$ cat src/sv/cpp_pkg.sv
`timescale 1ns / 1ps
package cpp_pkg;

    localparam logic [1:0]  STAT_DIVERGE = 2'd0;
    localparam logic [1:0]  STAT_PREDICT = 2'd1;
    localparam logic [1:0]  STAT_ZERO    = 2'd2;

    localparam logic [23:0] MAX24        = 24'hFFFFFF;
    localparam logic [19:0] MARGIN_RESET = 20'd4608;

    localparam int DIV_STAGES  = 24;
    localparam int SQRT_STAGES = 25;
    localparam int SQRT_W      = 50;

    typedef struct packed {
        logic signed [24:0] ddx;
        logic signed [24:0] ddy;
        logic signed [16:0] dvx;
        logic signed [16:0] dvy;
    } geo_t;

    typedef struct packed {
        logic [1:0] kind;
        logic       sat;
        geo_t       geo;
    } side_t;

    typedef struct packed {
        logic [1:0]  kind;
        logic [23:0] hit_time;
        logic        big;
    } tag_t;

    function automatic logic [23:0] abs25(input logic signed [24:0] v);
        logic [24:0] r;
        r = v[24] ? 25'(-v) : 25'(v);
        return r[23:0];
    endfunction

    function automatic logic [15:0] abs17(input logic signed [16:0] v);
        logic [16:0] r;
        r = v[16] ? 17'(-v) : 17'(v);
        return r[15:0];
    endfunction

endpackage

$ cat src/sv/cpp_sqrt.sv
`timescale 1ns / 1ps
module cpp_sqrt (
    input  logic             aclk,
    input  logic             aresetn,
    input  logic             in_valid,
    output logic             in_ready,
    input  cpp_pkg::tag_t    in_tag,
    input  logic [48:0]      in_sum,
    output logic             out_valid,
    input  logic             out_ready,
    output cpp_pkg::tag_t    out_tag,
    output logic [24:0]      out_root
);
    import cpp_pkg::*;

    logic [SQRT_STAGES-1:0] v_reg;
    logic [SQRT_STAGES:0]   en;
    logic [SQRT_W-1:0] n_reg   [SQRT_STAGES];
    logic [SQRT_W-1:0] res_reg [SQRT_STAGES];
    tag_t              tag_reg [SQRT_STAGES];

    assign en[SQRT_STAGES] = out_ready;
    assign in_ready        = en[0];

    // One root bit a stage, trial bit moving down by two places each time.
    for (genvar k = 0; k < SQRT_STAGES; k++) begin : g_st
        localparam logic [SQRT_W-1:0] BIT = SQRT_W'(1) << (2 * (SQRT_STAGES - 1 - k));
        logic              vp;
        logic [SQRT_W-1:0] np, rp, trial;
        tag_t              tp;

        if (k == 0) begin : g_src
            assign vp = in_valid;
            assign np = {1'b0, in_sum};
            assign rp = '0;
            assign tp = in_tag;
        end else begin : g_src
            assign vp = v_reg[k-1];
            assign np = n_reg[k-1];
            assign rp = res_reg[k-1];
            assign tp = tag_reg[k-1];
        end

        assign en[k] = !v_reg[k] || en[k+1];
        assign trial = rp + BIT;

        always_ff @(posedge aclk) begin
            if (!aresetn) begin
                v_reg[k] <= 1'b0;
            end else if (en[k]) begin
                v_reg[k] <= vp;
            end
        end

        always_ff @(posedge aclk) begin
            if (en[k]) begin
                if (np >= trial) begin
                    n_reg[k]   <= np - trial;
                    res_reg[k] <= (rp >> 1) + BIT;
                end else begin
                    n_reg[k]   <= np;
                    res_reg[k] <= rp >> 1;
                end
                tag_reg[k] <= tp;
            end
        end
    end

    assign out_valid = v_reg[SQRT_STAGES-1];
    assign out_tag   = tag_reg[SQRT_STAGES-1];
    assign out_root  = res_reg[SQRT_STAGES-1][24:0];

endmodule

$ cat config.mk
export PLATFORM = sky130hd
export DESIGN_NAME = cpp_sqrt
export DESIGN_NICKNAME = d
export VERILOG_FILES = /design/src/sv/cpp_pkg.sv /design/src/sv/cpp_sqrt.sv
export SDC_FILE = /design/constraint.sdc
export NUM_CORES = 2
export LEC_CHECK = 0
export BUFFER_PORTS_ARGS = -buffer_cell sky130_fd_sc_hd__buf_2
export CAP_MARGIN = 10
export CORE_MARGIN = 1
export CORE_UTILIZATION = 40
export DETAILED_ROUTE_END_ITERATION = 12
export SLEW_MARGIN = 20
export SYNTH_ARGS = -nofsm -noshare
export SYNTH_HDL_FRONTEND = slang
export SYNTH_SLANG_ARGS = --single-unit
export TNS_END_PERCENT = 5
$ cat constraint.sdc
create_clock -name aclk -period 15.3 [get_ports aclk]
set_input_delay 3.06 -clock aclk [delete_from_list [all_inputs] [get_ports aclk]]
set_output_delay 3.06 -clock aclk [all_outputs]
set_load 0.05 [all_outputs]
# After elaboration in Yosys (flattened, before gate mapping)
# Memory sizes are Yosys's and may differ from the RTL's.
# Cells that the tools add are included.
# W data, S select, Z words.
# totals
ff_bits,25
ram_bits,3175
in_bits,80
output_inout_bits,54
word_cells,476
memories,3
# memory_table
memory,words,width,rd,rd_ports_with_merged_regs,write_ports,line_no,source
n_reg,25,50,24,0,25,cpp_sqrt.sv:18,logic [SQRT_W-1:0] n_reg [SQRT_STAGES];
res_reg,25,50,25,0,25,cpp_sqrt.sv:19,logic [SQRT_W-1:0] res_reg [SQRT_STAGES];
tag_reg,25,27,25,0,25,cpp_sqrt.sv:20,tag_t tag_reg [SQRT_STAGES];
# classes
addsub,73
magnitude_cmp,25
muxes,250
n_bitwise,50
n_reduce_logical,50
# ops
operator,count
$mux W50,50
$ge A50 B50 Y1,24
$sub A50 B50 Y50,24
$mux W1,200
$add A49 B1 Y50 const B,1
$add A49 B11 Y50 const B,1
$add A49 B13 Y50 const B,1
$add A49 B15 Y50 const B,1
$add A49 B17 Y50 const B,1
$add A49 B19 Y50 const B,1
$add A49 B21 Y50 const B,1
$add A49 B23 Y50 const B,1
$add A49 B25 Y50 const B,1
$add A49 B27 Y50 const B,1
$add A49 B29 Y50 const B,1
$add A49 B3 Y50 const B,1
$add A49 B31 Y50 const B,1
$add A49 B33 Y50 const B,1
$add A49 B35 Y50 const B,1
$add A49 B37 Y50 const B,1
$add A49 B39 Y50 const B,1
$add A49 B41 Y50 const B,1
$add A49 B43 Y50 const B,1
$add A49 B45 Y50 const B,1
other kinds (33),130

# Logic depth before layout (Yosys ltp)
# depth
word_depth,29
depth_mapped,13
mapped_depth_nobuf,12

# Worst setup path after synthesis
# No wires, ideal clock.
# synth_timing
path_kind,input -> output
startpoint,input out_ready
endpoint,output in_ready
t_arrival_ps,6578
required_ps,12240
path_slack_ps,5662
cell_stages,6
path_buffers,1
cell_sequence,nand4b_1 -> nor4_2 -> and4_1 -> and3_1 -> clkbuf_1 -> nand3_1
# synth_between
elab_chain_cells,25
# synth_lines
item,line_no,source
start: declaration,cpp_sqrt.sv:10,"input logic out_ready,"
$logic_or A1 B1 Y1 (25 in a row),cpp_sqrt.sv:44,assign en[k] = !v_reg[k] || en[k+1];
end: declaration,cpp_sqrt.sv:6,"output logic in_ready,"
# Every way passes these cells.

# Worst setup path after layout
# Same ends and word-level chain as after synthesis.

==> reports/results.tsv <==
metric	value	unit
m1WireLength	69800	um
yosys_most_used_dff	edfxtp_1	
cts_sinks	2225	
port_buffers	133	
grt_first_pass_wirelength	285000	um
switching_power	0.00464	W
crit_family	simple AND/OR/NAND/NOR gates	
finalPower	0.0170	W
synth_cells	6432	
clockBufferDepth	3	
grt_antenna_before_repair	5	
nets	7164	
area_growth	12.8	%
hpwl	137000	um
gp_congestion	0.917	
combPwrFrac	16.8	%
drt-total-wl	182000	um
fillers	20345	
setup-tns-final	0	ns
rows	177	
dr_wl_met2	98400	um
drive_above_1_share	9.41	%
crit_slowest_cell	nand3_4	
multi_input_area	25200	um2
synth-seq-area-share	71.0	%
cts_root_buffer	clkbuf_16	
hold_class	reg -> reg	
grt_overflow	0	
fin_skew	0.0918	ns
synth_warnings	0	
die_w	486	um
cts_buffers	227	
max_freq	111	MHz
peakVddDrop	120	uV
clock_power_share	31.8	%
syn_area_per_cell	14.6	um2
sw_frac_of_total	27.4	%
period_share	58.8	%
drc_errors	0	
pwr_density_cell	160	nW/um2
grt_max_degree	91	
crit_type	in -> out	
grt_pass1_vias	52214	
outcome	finished, final reports clean	
viasPerCell	5.10	
htreeDepth	4	
start_util	40.3	%
routed.top_layer	met4	
clock_latency	0.87	ns
drv_slew	0	
p_int	0.0123	W
path_clk_slew	0.06	ns
relSlewSlack	26.1	%
cp.arrival	5.93	ns
post_cts_buffers	0	
ant_nets	0	
worstPathRequired	12.24	ns
ys_ff_latch	2225	
rsz0062_at_grt	no	
layout_common_cells	edfxtp_1 (2200), inv_1 (431), nor2_1 (396), a21oi_1 (378), ha_1 (346)	
die_area	236000	um2
firstDrtPassIters	8	
cts_tree	done	
synth_area_leaders	edfxtp_1 (70%), ha_1 (4.6%), xnor2_1 (2.7%), xor2_1 (2.2%), a21oi_1 (2.0%)	
seqPwrFrac	51.4	%
die_h	486	um
yosysTopAreaCell	edfxtp_1	
crit_chain	buf_2 -> nand4b_1 -> nor4_2 -> buf_4 -> and4_1 -> and3_1 -> nand3_4 -> buf_2	
yosysUniqueCellTypes	100	
final_util	45.5	%
wl_per_cell	18.1	um
hold_viol_final	0	
seqCellArea	66600	um2
largest_register_ffs	1200	
num_vias	51374	
diodes	0	
finalSetupViolations	0	
core_area	233000	um2
p_leak	40.8	nW
synth_top_area_share	70.5	%
synthArstFlopShare	0	%
postCtsHoldBufs	0	
worstMarginPinSlew	1.10	ns
syn-num-nets	6858	
met3WireLength	6520	um
synth_area	93800	um2
drtIter0Drc	2745	
synth-edff-count	2200	
max_cap_violations	0	
crit_path_max_incr_delay	0.49	ns
crit_buf_inv	3	
period_needed	8.99	ns
ctsResizeCount	0	
mostFrequentLayoutCell	edfxtp_1	
cp-start-kind	input port	
path_common_cell	buf_2	
cp-end-kind	output port	
path_max_fanout	43	
grt_util_all_layers	15.3	%
boundaryPins	134	
worst paths after layout:
| check | depth (start not counted) | endpoint | slack, ns | from |
|---|---|---|---|---|
| min | 0 | res_reg[1][134] | 0.38 | res_reg[1][85] |
| max reg2reg | 11 | n_reg[2][139] | 10.76 | n_reg[2][81] |
| min reg2reg | 0 | res_reg[1][134] | 0.38 | res_reg[1][85] |
| max | 8 | in_ready | 6.31 | out_ready |
stage by stage:
stage	hold WS [ns]	instances	area, um2	setup slack [ns]
2_1_floorplan	0.400	6432	93800	5.66
5_1_grt	0.393	10069	106000	6.13
4_1_cts	0.375	10069	106000	6.29
3_5_place_dp	0.405	9641	98300	6.32
6_report	0.380	10069	106000	6.31
3_3_place_gp	0.401	9641	98300	6.29
logic make-up after synthesis:
logic type,after synthesis,share of synthesized area (%)
AOI/OAI and AO/OA,1048,7.04
xor gates and xnor gates,526,4.92
adders and majority gates,346,4.62
buffers and inverters,547,2.25
DFF,2225,71.0
muxes,62,0.751
and+or+nand+nor,1678,9.44
power by group through the flow:
stage	combinational, W	sequential, W	clock, W
floorplan	0.00226	0.00851	0
global placement	0.00277	0.00883	0
detailed placement	0.00283	0.00885	0
CTS	0.00285	0.00873	0.00555
global route	0.00318	0.00883	0.00579
finish	0.00285	0.00872	0.00540
cells in the mapped netlist (8+ instances only):
cell type,count
buf_2,21
nand2_1,312
a21o_1,86
a2111oi_0,13
a21boi_0,18
or2_2,18
inv_1,447
o31a_1,9
dfxtp_1,25
o21ai_0,220
xnor2_1,287
o311ai_0,9
nor4b_1,32
nand2b_1,63
nand3b_1,23
or3_1,59
nor2_1,397
nor3b_1,14
nand4_1,96
ha_1,346
or4_1,40
and4_1,17
a211oi_1,35
o21a_1,75
o22ai_1,9
a31oi_1,18
o31ai_1,34
nor2b_1,43
a211o_1,13
o211ai_1,28
a31o_2,8
nand3_1,110
and2_1,25
nor4_1,194
clkbuf_1,64
and3_1,31
o21bai_1,24
nor3_1,147
edfxtp_1,2200
a21oi_1,378
nand4b_1,20
mux2_2,55
xor2_1,238
routing by layer:
layer  GRT usage [%]  vias to the layer above
met5               0                        -
met1            16.4                    24893
li1                -                    25023
met4            6.67                        0
met3            2.50                      417
met2            29.4                     1041
area by class of cell:
cell class                 instances  share of cell area [%]
timing repair buffer             173                   0.920
inverter                         451                    1.62
tap                             3132                    3.70
multi-input combinational       3660                    23.8
sequential                      2225                    62.9
clock inverter                   158                    1.48
clock buffer                     270                    5.55
Note: power is estimated with default switching activity, not from simulation.
