[src/sv/cpp_pkg.sv]
`timescale 1ns / 1ps
package cpp_pkg;

    localparam logic [1:0]  STAT_DIVERGE = 2'd0;
    localparam logic [1:0]  STAT_PREDICT = 2'd1;
    localparam logic [1:0]  STAT_ZERO    = 2'd2;

    localparam logic [23:0] MAX24        = 24'hFFFFFF;
    localparam logic [19:0] MARGIN_RESET = 20'd4608;

    localparam int DIV_STAGES  = 24;
    localparam int SQRT_STAGES = 25;
    localparam int SQRT_W      = 50;

    typedef struct packed {
        logic signed [24:0] ddx;
        logic signed [24:0] ddy;
        logic signed [16:0] dvx;
        logic signed [16:0] dvy;
    } geo_t;

    typedef struct packed {
        logic [1:0] kind;
        logic       sat;
        geo_t       geo;
    } side_t;

    typedef struct packed {
        logic [1:0]  kind;
        logic [23:0] hit_time;
        logic        big;
    } tag_t;

    function automatic logic [23:0] abs25(input logic signed [24:0] v);
        logic [24:0] r;
        r = v[24] ? 25'(-v) : 25'(v);
        return r[23:0];
    endfunction

    function automatic logic [15:0] abs17(input logic signed [16:0] v);
        logic [16:0] r;
        r = v[16] ? 17'(-v) : 17'(v);
        return r[15:0];
    endfunction

endpackage

[src/sv/cpp_front.sv]
`timescale 1ns / 1ps
module cpp_front (
    input  logic                 aclk,
    input  logic                 aresetn,
    input  logic                 in_valid,
    output logic                 in_ready,
    input  logic signed [23:0]   own_x,
    input  logic signed [23:0]   own_y,
    input  logic signed [15:0]   own_vx,
    input  logic signed [15:0]   own_vy,
    input  logic signed [23:0]   other_x,
    input  logic signed [23:0]   other_y,
    input  logic signed [15:0]   other_vx,
    input  logic signed [15:0]   other_vy,
    input  logic [19:0]          margin,
    output logic                 out_valid,
    input  logic                 out_ready,
    output cpp_pkg::side_t       out_side,
    output logic [23:0]          out_gap,
    output logic [15:0]          out_cl
);
    import cpp_pkg::*;

    logic [1:0]  v_reg;
    logic        en0, en1;
    geo_t        geo_reg, geo_next;
    logic        div_reg, div_next;
    side_t       side_reg, side_next;
    logic [23:0] gap_reg, gap_next;
    logic [15:0] cl_reg, cl_next;
    logic signed [20:0] m_s;
    logic [23:0] ax, ay;

    assign en1      = !v_reg[1] || out_ready;
    assign en0      = !v_reg[0] || en1;
    assign in_ready = en0;

    always_comb begin
        m_s          = $signed({1'b0, margin});
        geo_next.ddx = $signed({other_x[23], other_x}) - $signed({own_x[23], own_x});
        geo_next.ddy = $signed({other_y[23], other_y}) - $signed({own_y[23], own_y});
        geo_next.dvx = $signed({other_vx[15], other_vx}) - $signed({own_vx[15], own_vx});
        geo_next.dvy = $signed({other_vy[15], other_vy}) - $signed({own_vy[15], own_vy});
        div_next = (geo_next.ddx > m_s && geo_next.dvx >= 0)
                || (geo_next.ddx < -m_s && geo_next.dvx <= 0)
                || (geo_next.ddy > m_s && geo_next.dvy >= 0)
                || (geo_next.ddy < -m_s && geo_next.dvy <= 0);
    end

    // Pick the axis with the larger gap; ties go to y.
    always_comb begin
        ax = abs25(geo_reg.ddx);
        ay = abs25(geo_reg.ddy);
        if (ax > ay) begin
            gap_next = ax;
            cl_next  = abs17(geo_reg.dvx);
        end else begin
            gap_next = ay;
            cl_next  = abs17(geo_reg.dvy);
        end
        side_next.geo = geo_reg;
        side_next.sat = {8'd0, gap_next} >= {cl_next, 16'd0};
        if (div_reg) begin
            side_next.kind = STAT_DIVERGE;
        end else if (cl_next == 16'd0) begin
            side_next.kind = STAT_ZERO;
        end else begin
            side_next.kind = STAT_PREDICT;
        end
    end

    always_ff @(posedge aclk) begin
        if (!aresetn) begin
            v_reg <= '0;
        end else begin
            if (en0) v_reg[0] <= in_valid;
            if (en1) v_reg[1] <= v_reg[0];
        end
    end

    always_ff @(posedge aclk) begin
        if (en0) begin
            geo_reg <= geo_next;
            div_reg <= div_next;
        end
        if (en1) begin
            side_reg <= side_next;
            gap_reg  <= gap_next;
            cl_reg   <= cl_next;
        end
    end

    assign out_valid = v_reg[1];
    assign out_side  = side_reg;
    assign out_gap   = gap_reg;
    assign out_cl    = cl_reg;

endmodule

[config.mk]
export PLATFORM = sky130hd
export DESIGN_NAME = cpp_front
export DESIGN_NICKNAME = d
export VERILOG_FILES = /design/src/sv/cpp_pkg.sv /design/src/sv/cpp_front.sv
export SDC_FILE = /design/constraint.sdc
export NUM_CORES = 1
export LEC_CHECK = 0
export ABC_CLOCK_PERIOD_IN_PS = 8900
export BUFFER_PORTS_ARGS = -buffer_cell sky130_fd_sc_hd__buf_2
export CORE_ASPECT_RATIO = 0.6
export CORE_MARGIN = 2
export CORE_UTILIZATION = 57
export CTS_BUF_LIST = sky130_fd_sc_hd__clkbuf_8 sky130_fd_sc_hd__clkbuf_16
export DETAILED_ROUTE_END_ITERATION = 10
export PLACE_DENSITY = 0.82
export SETUP_SLACK_MARGIN = 0.15
export SLEW_MARGIN = 20
export SYNTH_ARGS = -nofsm -noshare
export SYNTH_HDL_FRONTEND = slang
export SYNTH_SLANG_ARGS = --single-unit
[constraint.sdc]
create_clock -name aclk -period 8.9 [get_ports aclk]
set_input_delay 1.335 -clock aclk [delete_from_list [all_inputs] [get_ports aclk]]
set_output_delay 1.335 -clock aclk [all_outputs]
set_load 0.01 [all_outputs]
**Word-level counts from Yosys, hierarchy flattened**

Index checks and enable logic that the tools add are counted.

- Add/sub/neg operators: 9
- Order comparisons: 10
- Mux-type cells: 7
- Reductions and logical operators: 12

Operators with widths:

| operator | number |
|---|---|
| two-way mux 24 bit | 3 |
| > comparator 25 x 21 -> 1 bit | 2 |
| less-than comparator 25 bit | 2 |
| subtractor 24 x 24 -> 25 bit | 2 |
| two-way mux 16 bit | 3 |
| negator 24 bit | 2 |
| greater-or-equal comparator 17 x 1 -> 1 bit (second input constant) | 2 |
| <= comparator 17 x 1 -> 1 bit (second input constant) | 2 |
| subtractor 16 x 16 -> 17 bit | 2 |
| greater-or-equal comparator 24 x 32 -> 1 bit | 1 |
| negator 16 bit | 2 |
| negator 20 -> 25 bit | 1 |
| > comparator 24 bit | 1 |
| zero test 16 bit | 1 |
| logical OR 1 bit | 5 |
| logical AND 1 bit | 4 |
| zero test 1 bit | 2 |
| two-way mux 2 bit | 1 |

- Register bits after elaboration: 214
- Bits of input ports: 184
- Output and inout port bits: 129
- Word-level logic and storage cells: 53

**Depth between registers and ports, before layout**

- Depth after elaboration: 6
- Depth in mapped cells: 29
- Gate-level depth less buffers: 25

**Worst setup path before layout**

No wires, ideal clock.

- Path kind: reg2reg
- From: register geo_reg[68] (netlist bit)
- To: register side_reg, in the netlist out_side[84] (data pin)
- Setup time: 255 ps
- Arrival time: 6205 ps
- Data required time: 8645 ps
- Slack: 2440 ps
- Stages on the path, launching flop included: 28
- Buffers on the path: 5
- Period minus slack after synthesis: 6460 ps
- Cell sequence: edfxtp_1 or4_4 or3_4 or4_1 or2_1 or3_1 o31ai_1 xnor2_1 ha_1 a21o_1 a21o_1 a21oi_1 o21ai_0 a21oi_1 a22o_1 buf_2 buf_2 clkbuf_1 buf_1 clkbuf_1 a21oi_1 ha_1 a21o_1 a21o_1 a21oi_1 o21ai_0 a31oi_1 nor2_1

RTL lines:

| what | RTL line | text |
|---|---|---|
| start, declared | cpp_front.sv:26 | `geo_t geo_reg, geo_next;` |
| start signal, assigned | cpp_front.sv:83 | `geo_reg <= geo_next;` |
| end signal, assigned | cpp_front.sv:87 | `side_reg <= side_next;` |
| end, declared | cpp_front.sv:28 | `side_t side_reg, side_next;` |

==> out/metrics.yaml <==
outcome: "finished, final reports clean"
cp_max_fo: 48
fp.dieW_um: 219.1
area_growth_pct: 17.13
path_depth: 25
clock_sinks: 214
core_area_um2: 27400
cp_slowest_cell: "or4_4"
start_util_pct: 57.74
synth-seq-cells: 214
grt_max_degree: 79
gp_congestion: 0.9547
syn_avg_cell_area_um2: 10.06
vdd_drop_max_mv: 0.1927
drc: 0
fp.dieH_um: 133.1
holdWs_ns: 0.4882
cpMostUsedCell: "a21oi_1"
grt_pass1_wl_um: 67840
post_cts_buffers: 0
hpwlAfterDp_um: 36270
drive_gt1_share_pct: 19.23
fin_util_pct: 67.63
grt_use_total_pct: 29.78
final_cell_mix: "312 x buf_2, 212 x edfxtp_1, 205 x ha_1, 172 x inv_1, 112 x a21oi_1"
num_vias: 13590
report.final.slew_viol_count: 0
finalCritPeriodShare_pct: 72.66
rr_worst_depth: 25
synth_cell_types: 73
clk_pin_slew_worst_paths_ns: 0.06
wl_um: 44090
crit_buf_inv: 1
synthArstFlopShare_pct: 0
nets: 2285
htree_levels: 1
die_area_um2: 29150
seq_area_um2: 6406
cts_root_buf: "clkbuf_16"
multi_input_area_um2: 8701
critical-path-top-delay-family: "simple AND/OR/NAND/NOR gates"
cts-resized-gates: 0
final.fill_count: 2142
viasPerCell: 5.972
relSlewSlack_pct: 31.35
holdBufCountCts: 0
finalNonFillerCells: 2275
clkLatencyLatePin_ns: 0.50
post-place-ws_ns: 2.504
arrival_ns: 6.72
rsz0062_at_grt: "false"
syn_nets: 1966
firstDrtPassIters: 5
placed_cells: 2235
hold_path_class: "flop to flop"
syn_inst: 1573
num_antenna_cells: 0
antenna_found_initial: 2
fin_crit_ns: 6.467
num_rows: 47
hold_depth: 0
wl_per_cell_um: 19.38
worst_slew_pin_slew_ns: 1.004
overflow: 0
clockBufferDepth: 3
yosysSeqAreaShare_pct: 40.49
setup_viol: 0
drt_iter0_markers: 1213
cp.required_ns: 9.15
drtAntennaViolNets: 0
numCtsBuffers: 22
synth_edf_count: 212
max_freq_ghz: 0.1546
finalHoldViolCount: 0
worst_clock_skew_ns: 0.009125
tns_ns: 0
largest_reg_flops: 87
max_stage_delay_ns: 0.55
tritoncts: "done"
p_per_area_nw_per_um2: 234.9
path_class: "flop to flop"
maxCapViolCount: 0
grt_pass1_vias: 12530
endpoint_kind: "flop"
ys_warn_count: 0
final_common_cell: "buf_2"
start_kind: "flop"
port_buffers: 312
fin_ws_ns: 2.433
num_io_pins: 313
syn_area_um2: 15820
p_leak_nw: 8.464
synth-main-ff-cell: "edfxtp_1"
Yosys cell counts, drive strengths merged (12+ instances only):
cell type | count | share of area, %
nor4 | 15 | 0.63
nand2b | 19 | 0.75
mux2i | 23 | 1.5
o211ai | 12 | 0.57
edfxtp | 212 | 40
nor2 | 103 | 2.4
nor2b | 26 | 1.1
ha | 205 | 16
nand3 | 31 | 0.98
o41ai | 12 | 0.66
or3 | 14 | 0.59
o21ai | 81 | 2.6
a21o | 36 | 1.7
or4 | 15 | 0.74
xor2 | 67 | 3.7
inv | 172 | 4.1
xnor2 | 73 | 4.0
a21oi | 113 | 3.6
nor3 | 29 | 0.92
nand2 | 85 | 2.0
o31ai | 32 | 1.5
nand4 | 36 | 1.4
clkbuf | 13 | 0.31
o21a | 21 | 1.0
stage by stage:
step | cell area [um^2] | total power, W
global route | 18530 | 0.004615
CTS | 18530 | 0.004339
finish | 18530 | 0.004353
floorplan | 15820 | 0.002765
detailed placement | 17800 | 0.003402
global placement | 17800 | 0.003328
final timing paths:
path	start	end	slack [ns]
max	geo_reg[68]$_DFFE_PP_	out_side[84]$_DFFE_PP_	2.43
min	geo_reg[15]$_DFFE_PP_	out_side[15]$_DFFE_PP_	0.49
max reg2reg	geo_reg[68]$_DFFE_PP_	out_side[84]$_DFFE_PP_	2.43
min reg2reg	geo_reg[15]$_DFFE_PP_	out_side[15]$_DFFE_PP_	0.49
cell families (layout without fill, tap and decap cells):
group                    Yosys count  in the layout  share of synthesized area, %
buffers and inverters            192            527                         4.578
AO/OA/AOI/OAI                    389            389                         15.87
AND/OR/NAND/NOR                  404            404                         13.00
XOR/XNOR                         140            140                         7.749
adder cells (fa/ha/maj)          209            209                         16.72
multiplexers                      25             25                         1.597
flip-flops                       214            214                         40.49
per-layer routing:
metal,wire [um],up-vias,track usage (%)
met5,27,-,0
met4,654,4,5.143
met3,4346,49,4.598
met2,18600,684,44.34
met1,20470,6384,46.28
li1,-,6466,-
layout make-up:
cell class / instances / area share, %
Multi-Input combinational cell: 1167 / 46.95
Inverter: 172 / 3.497
Tap cell: 367 / 2.478
Timing Repair Buffer: 315 / 8.547
Clock inverter: 17 / 0.8574
Clock buffer: 23 / 3.106
Sequential cell: 214 / 34.57
where the power goes:
part           total, W  switching (W)  internal, W
Clock          0.000929       0.000374     0.000555
Combinational   0.00177        0.00107     0.000699
Sequential      0.00165       0.000184      0.00147
(Power assumes the default switching activity.)
