--- src/sv/cpp_pkg.sv ---
`timescale 1ns / 1ps
package cpp_pkg;

    localparam logic [1:0]  STAT_DIVERGE = 2'd0;
    localparam logic [1:0]  STAT_PREDICT = 2'd1;
    localparam logic [1:0]  STAT_ZERO    = 2'd2;

    localparam logic [23:0] MAX24        = 24'hFFFFFF;
    localparam logic [19:0] MARGIN_RESET = 20'd4608;

    localparam int DIV_STAGES  = 24;
    localparam int SQRT_STAGES = 25;
    localparam int SQRT_W      = 50;

    typedef struct packed {
        logic signed [24:0] ddx;
        logic signed [24:0] ddy;
        logic signed [16:0] dvx;
        logic signed [16:0] dvy;
    } geo_t;

    typedef struct packed {
        logic [1:0] kind;
        logic       sat;
        geo_t       geo;
    } side_t;

    typedef struct packed {
        logic [1:0]  kind;
        logic [23:0] hit_time;
        logic        big;
    } tag_t;

    function automatic logic [23:0] abs25(input logic signed [24:0] v);
        logic [24:0] r;
        r = v[24] ? 25'(-v) : 25'(v);
        return r[23:0];
    endfunction

    function automatic logic [15:0] abs17(input logic signed [16:0] v);
        logic [16:0] r;
        r = v[16] ? 17'(-v) : 17'(v);
        return r[15:0];
    endfunction

endpackage

--- src/sv/cpp_div.sv ---
`timescale 1ns / 1ps
module cpp_div (
    input  logic             aclk,
    input  logic             aresetn,
    input  logic             in_valid,
    output logic             in_ready,
    input  cpp_pkg::side_t   in_side,
    input  logic [23:0]      in_gap,
    input  logic [15:0]      in_cl,
    output logic             out_valid,
    input  logic             out_ready,
    output cpp_pkg::side_t   out_side,
    output logic [23:0]      out_q
);
    import cpp_pkg::*;

    logic [DIV_STAGES-1:0] v_reg;
    logic [DIV_STAGES:0]   en;
    logic [15:0] rem_reg  [DIV_STAGES];
    logic [23:0] q_reg    [DIV_STAGES];
    logic [15:0] glow_reg [DIV_STAGES];
    logic [15:0] cl_reg   [DIV_STAGES];
    side_t       side_reg [DIV_STAGES];

    assign en[DIV_STAGES] = out_ready;
    assign in_ready       = en[0];

    // One quotient bit a stage, most significant first; remainder stays below the divisor for unsaturated words.
    for (genvar k = 0; k < DIV_STAGES; k++) begin : g_st
        localparam int I = DIV_STAGES - 1 - k;
        logic        vp;
        logic [15:0] remp, glowp, clp;
        logic [23:0] qp;
        side_t       sidep;
        logic        dbit;
        logic [16:0] t;
        logic        ge;
        logic [16:0] diff;

        if (k == 0) begin : g_src
            assign vp    = in_valid;
            assign remp  = {8'd0, in_gap[23:16]};
            assign qp    = '0;
            assign glowp = in_gap[15:0];
            assign clp   = in_cl;
            assign sidep = in_side;
        end else begin : g_src
            assign vp    = v_reg[k-1];
            assign remp  = rem_reg[k-1];
            assign qp    = q_reg[k-1];
            assign glowp = glow_reg[k-1];
            assign clp   = cl_reg[k-1];
            assign sidep = side_reg[k-1];
        end

        if (I >= 8) begin : g_bit
            assign dbit = glowp[I-8];
        end else begin : g_bit
            assign dbit = 1'b0;
        end

        assign en[k] = !v_reg[k] || en[k+1];
        assign t     = {remp, dbit};
        assign ge    = t >= {1'b0, clp};
        assign diff  = t - {1'b0, clp};

        always_ff @(posedge aclk) begin
            if (!aresetn) begin
                v_reg[k] <= 1'b0;
            end else if (en[k]) begin
                v_reg[k] <= vp;
            end
        end

        always_ff @(posedge aclk) begin
            if (en[k]) begin
                rem_reg[k]  <= ge ? diff[15:0] : t[15:0];
                q_reg[k]    <= {qp[22:0], ge};
                glow_reg[k] <= glowp;
                cl_reg[k]   <= clp;
                side_reg[k] <= sidep;
            end
        end
    end

    assign out_valid = v_reg[DIV_STAGES-1];
    assign out_side  = side_reg[DIV_STAGES-1];
    assign out_q     = q_reg[DIV_STAGES-1];

endmodule

--- config.mk ---
export PLATFORM = sky130hd
export DESIGN_NAME = cpp_div
export DESIGN_NICKNAME = d
export VERILOG_FILES = /design/src/sv/cpp_pkg.sv /design/src/sv/cpp_div.sv
export SDC_FILE = /design/constraint.sdc
export NUM_CORES = 2
export LEC_CHECK = 0
export BUFFER_PORTS_ARGS = -buffer_cell sky130_fd_sc_hd__buf_4
export CELL_PAD_IN_SITES_DETAIL_PLACEMENT = 1
export CELL_PAD_IN_SITES_GLOBAL_PLACEMENT = 1
export CORE_MARGIN = 1.5
export CORE_UTILIZATION = 40
export DETAILED_ROUTE_END_ITERATION = 7
export GPL_TIMING_DRIVEN = 0
export MAX_ROUTING_LAYER = met4
export PLACE_DENSITY_LB_ADDON = 0.1
export SLEW_MARGIN = 20
export SYNTH_ARGS = -nofsm -noshare
export SYNTH_HDL_FRONTEND = slang
export SYNTH_SLANG_ARGS = --single-unit
--- constraint.sdc ---
create_clock -name aclk -period 13.7 [get_ports aclk]
set_input_delay 2.055 -clock aclk [delete_from_list [all_inputs] [get_ports aclk]]
set_output_delay 2.055 -clock aclk [all_outputs]
set_load 0.02 [all_outputs]
After elaboration in Yosys (flattened, before gate mapping)

Memories as Yosys holds them, arrays and structs flattened.
Cells that the tools add are included.

Register bits: 24
RAM bits: 3816
Output and inout port bits: 113
Word-level logic and storage cells: 197
Memories kept: 5

Memory list:

| name     | words | bits a word | rd ports | clocked after memory_dff | wr ports | RTL line      | RTL |
|---|---|---|---|---|---|---|---|
| side_reg | 24    | 87          | 24       | 0                        | 24       | cpp_div.sv:23 | `side_t side_reg [DIV_STAGES];` |
| q_reg    | 24    | 24          | 24       | 0                        | 24       | cpp_div.sv:20 | `logic [23:0] q_reg [DIV_STAGES];` |
| cl_reg   | 24    | 16          | 23       | 0                        | 24       | cpp_div.sv:22 | `logic [15:0] cl_reg [DIV_STAGES];` |
| glow_reg | 24    | 16          | 23       | 0                        | 24       | cpp_div.sv:21 | `logic [15:0] glow_reg [DIV_STAGES];` |
| rem_reg  | 24    | 16          | 23       | 0                        | 24       | cpp_div.sv:19 | `logic [15:0] rem_reg [DIV_STAGES];` |

Add/sub/neg operators: 24
Magnitude comparators: 24
Muxes and demuxes: 72
Reduce and logical (&&, ||, !) cells: 48

Operator list:

| kind                                         | number |
|---|---|
| greater-or-equal comparator 17 x 16 -> 1 bit | 23 |
| 2-to-1 mux 16 bit                            | 24 |
| subtractor 16 bit                            | 23 |
| 2-to-1 mux 1 bit                             | 48 |
| zero test 1 bit                              | 24 |
| logical OR 1 bit                             | 24 |
| greater-or-equal comparator 9 x 16 -> 1 bit  | 1 |
| subtractor 9 x 16 -> 16 bit                  | 1 |

Longest topological paths before layout

Word-level depth: 27
Gate-level depth with buffers: 12
Depth with buffers taken out: 10

Worst setup path before layout

OpenSTA, ideal clock, no wires.

Kind: input -> register
Start point: input port out_ready
End point: memory cl_reg[7][0], in the netlist cl_reg[0][112] (enable)
Library setup time: 500 ps
Arrival: 13738 ps
Data required time: 13200 ps
Setup slack: -537 ps
Cell stages on the path: 8
Cell sequence: nor2b_1 inv_1 nor4_4 inv_1 nor3_2 inv_1 nor2_1 nand2_1

RTL lines:

| item               | RTL line      | RTL |
|---|---|---|
| start: declaration | cpp_div.sv:11 | `input logic out_ready,` |
| end: declaration   | cpp_div.sv:22 |  |

Final worst setup path

Start point: input port out_ready
End point: output port in_ready

Longest elaborated chain between the ends: 24

RTL lines:

| item                            | RTL line      | RTL |
|---|---|---|
| logical OR 1 bit                | cpp_div.sv:62 | `assign en[k] = !v_reg[k] \|\| en[k+1];` |
| named net en[23]                | cpp_div.sv:18 | `logic [DIV_STAGES:0] en;` |
| logical OR 1 bit (23 in series) | cpp_div.sv:62 |  |
| end: declaration                | cpp_div.sv:6  | `output logic in_ready,` |

The timed path passes the listed nets, and every way through them passes these cells.

==> results.json <==
{
  "p_clk_frac": 0.326,
  "power_density_nw_per_um2": 196,
  "core_area_um2": 303000,
  "cts_tree": "done",
  "gr-max-usage-layer": "met2",
  "hp-class": "reg -> reg",
  "drt-initial-drc-count": 3100,
  "yosysTopAreaCellShare": 0.800,
  "max_slew_margin": 0.223,
  "stdcell_count": 11424,
  "place_inst": 10773,
  "grt.met3_usage": 0.0203,
  "grt_pass1_vias": 59831,
  "ant_nets": 0,
  "grt_pass1_wl_um": 364000,
  "largest_reg_flops": 2088,
  "place_area_um2": 130000,
  "crit_fanout": 73,
  "synth_commonest_cells": "edfxtp_1 (3244), inv_1 (486), ha_1 (376)",
  "ys_seq_area_frac": 0.804,
  "clk_path_buf_depth": 4,
  "post-cts-setup-buffers": 0,
  "io-pin-count": 244,
  "layout_setup_ws_ns": 5.20,
  "yosysTopAreaCell": "edfxtp_1",
  "grt_use_met2": 0.279,
  "slew_viol_final": 0,
  "rsz0062_at_grt": "false",
  "finalSetupViolCount": 0,
  "wl_um": 242000,
  "synth.distinct_cells": 88,
  "met1_usage": 0.191,
  "portBuffers": 243,
  "clock_latency_ns": 0.92,
  "ys.flop_type": "edfxtp_1",
  "post-route-period-util": 0.621,
  "maxCapViolations": 0,
  "p_leak_nw": 54.4,
  "drt_pass1_iterations": 5,
  "num_vias": 56231,
  "syn_to_final_growth_pct": 16.1,
  "share_comb_of_total_power": 0.203,
  "synth_area_per_cell_um2": 18.8,
  "fin_crit_ns": 8.50,
  "synth_nets": 7024,
  "synth_edf_count": 3244,
  "cp-end-kind": "primary output",
  "antenna_found_initial": 21,
  "wire_per_inst_um": 21.2,
  "dieArea_um2": 308000,
  "h-tree-depth": 5,
  "final_util": 0.467,
  "netlist_area_um2": 122000,
  "die_h_um": 555,
  "root_buffer": "clkbuf_16",
  "switching_share": 0.263,
  "path_buf_inv": 5,
  "grt_overflow": 0,
  "clkTransAtPathRegs_ns": 0.06,
  "initial_utilization": 0.402,
  "fmax_mhz": 118,
  "place.gp.congestion": 0.858,
  "max_stage_delay_ns": 0.68,
  "via_per_inst": 4.92,
  "yosys-top-cells-area": "edfxtp_1 (80%), ha_1 (3.9%), mux2_2 (1.5%)",
  "grt_max_degree": 88,
  "cts_resized": 0,
  "yosys_warnings": 0,
  "arrival_ns": 6.45,
  "skew_ns": 0.0754,
  "row_count": 202,
  "syn_inst": 6494,
  "hold_buffers": 0,
  "tightest_slew_ns": 1.15,
  "stdcell_area_um2": 141000,
  "grtUsageTotal": 0.160,
  "worst_path_max_delay_cell": "nor4_4",
  "remaining_drc_errors": 0,
  "synth_most_common_cell": "edfxtp_1",
  "netSwitchingPower_mw": 7.30,
  "finalHoldViolCount": 0,
  "status": "finished clean",
  "crit_family": "simple AND/OR/NAND/NOR gates",
  "fp.dieW_um": 555,
  "fin_setup_tns_ns": 0,
  "drive_above_1_share": 0.155,
  "post-dp-hpwl_um": 167000,
  "power_frac_seq": 0.471,
  "ys_seq_elements": 3268,
  "cpMostUsedCell": "and3_1",
  "cts_num_sinks": 3268,
  "pre_cts_ws_ns": 4.61,
  "async_reset_ff_frac": 0,
  "fillCellCount": 28207,
  "internal-power_mw": 20.4,
  "worstPathRequired_ns": 11.64,
  "start_kind": "input port",
  "vdd_drop_max_mv": 0.101,
  "cts_inserted_buffers": 348,
  "path_class": "in -> out",
  "nets": 7675,
  "path_cells": "buf_4, nor2b_2, inv_8, buf_16, nor4_4, and3_1, and3_1, and3_1, nand2_4, buf_12, buf_4"
}
[path summary, 6_finish.rpt]
kind / endpoint / slack (ns) / cells after the start / startpoint
setup / recovery: in_ready / 5.20 / 11 / out_ready
hold / removal: side_reg[12][16] / 0.37 / 0 / side_reg[11][16]
setup reg to reg: side_reg[7][52] / 7.33 / 11 / out_valid
hold reg to reg: side_reg[12][16] / 0.37 / 0 / side_reg[11][16]
[per-layer routing]
| layer | up-vias | share of wire |
|---|---|---|
| met3 | 466 | 0.031 |
| met5 | - | 0 |
| met4 | 0 | 0.035 |
| li1 | 26426 | - |
| met1 | 28494 | 0.42 |
| met2 | 845 | 0.51 |
[power groups by stage]
stage / combinational [mW] / sequential, mW / clock (mW)
floorplan: 4.25 / 13.1 / 0
global placement: 5.53 / 13.2 / 0
detailed placement: 5.64 / 13.3 / 0
CTS: 5.70 / 13.1 / 9.36
global route: 6.21 / 13.2 / 9.67
finish: 5.63 / 13.1 / 9.03
[cells in the final DEF (no fill, tap or decap), types with 59 or more instances in the layout]
cell	n
clkinv_1	89
a21oi_1	212
nand2b_1	62
ha_1	376
o21ai_0	164
mux2_2	167
a21o_1	118
buf_4	248
o21a_1	105
edfxtp_1	3244
xor2_1	61
nand2_1	128
xnor2_1	160
clkbuf_1	87
nand3_1	62
nor2b_1	93
nor2_1	192
clkbuf_16	350
nor3_1	59
mux2_4	60
inv_1	476
[logic make-up (layout without fill, tap and decap cells)]
logic type / count (synthesis) / in the layout / share of synthesized area
simple gates: 828 / 828 / 0.0359
buf+inv: 535 / 1477 / 0.0177
fa+ha+maj: 399 / 399 / 0.0424
mux: 313 / 313 / 0.0302
xor+xnor: 221 / 221 / 0.0159
compound gates: 930 / 930 / 0.0539
flops: 3268 / 3268 / 0.804
other cells: 0 / 10 / 0
[worst reg2reg max path, stage by stage (launching register included)]
cell and delay (ns):
dfxtp_1 0.52, nor2b_2 0.67, inv_8 0.25, buf_16 0.34, nor4_4 0.73, clkinvlp_4 0.68
nor3_2 0.79, inv_8 0.40, nor2_1 0.73, nand2_8 0.21, buf_16 0.28, buf_16 0.34
[per-stage QoR]
step | hold WS, ns | total power, mW
2_1_floorplan | 0.400 | 17.3
3_3_place_gp | 0.400 | 18.8
3_5_place_dp | 0.405 | 18.9
4_1_cts | 0.365 | 28.1
5_1_grt | 0.369 | 29.1
6_report | 0.365 | 27.7
[final cells by class]
class	count	area, um^2	share of cell area
antenna	10	25.0	0.000177
inverter	487	1900	0.0134
buffer	48	329	0.00233
sequential	3268	97900	0.692
timing repair buffer	301	3310	0.0234
clock buffer	436	9160	0.0648
clock inverter	205	1970	0.0139
multi-input combinational	2691	21900	0.155
tap	3978	4980	0.0352
Power figures use the tool's default switching activity.
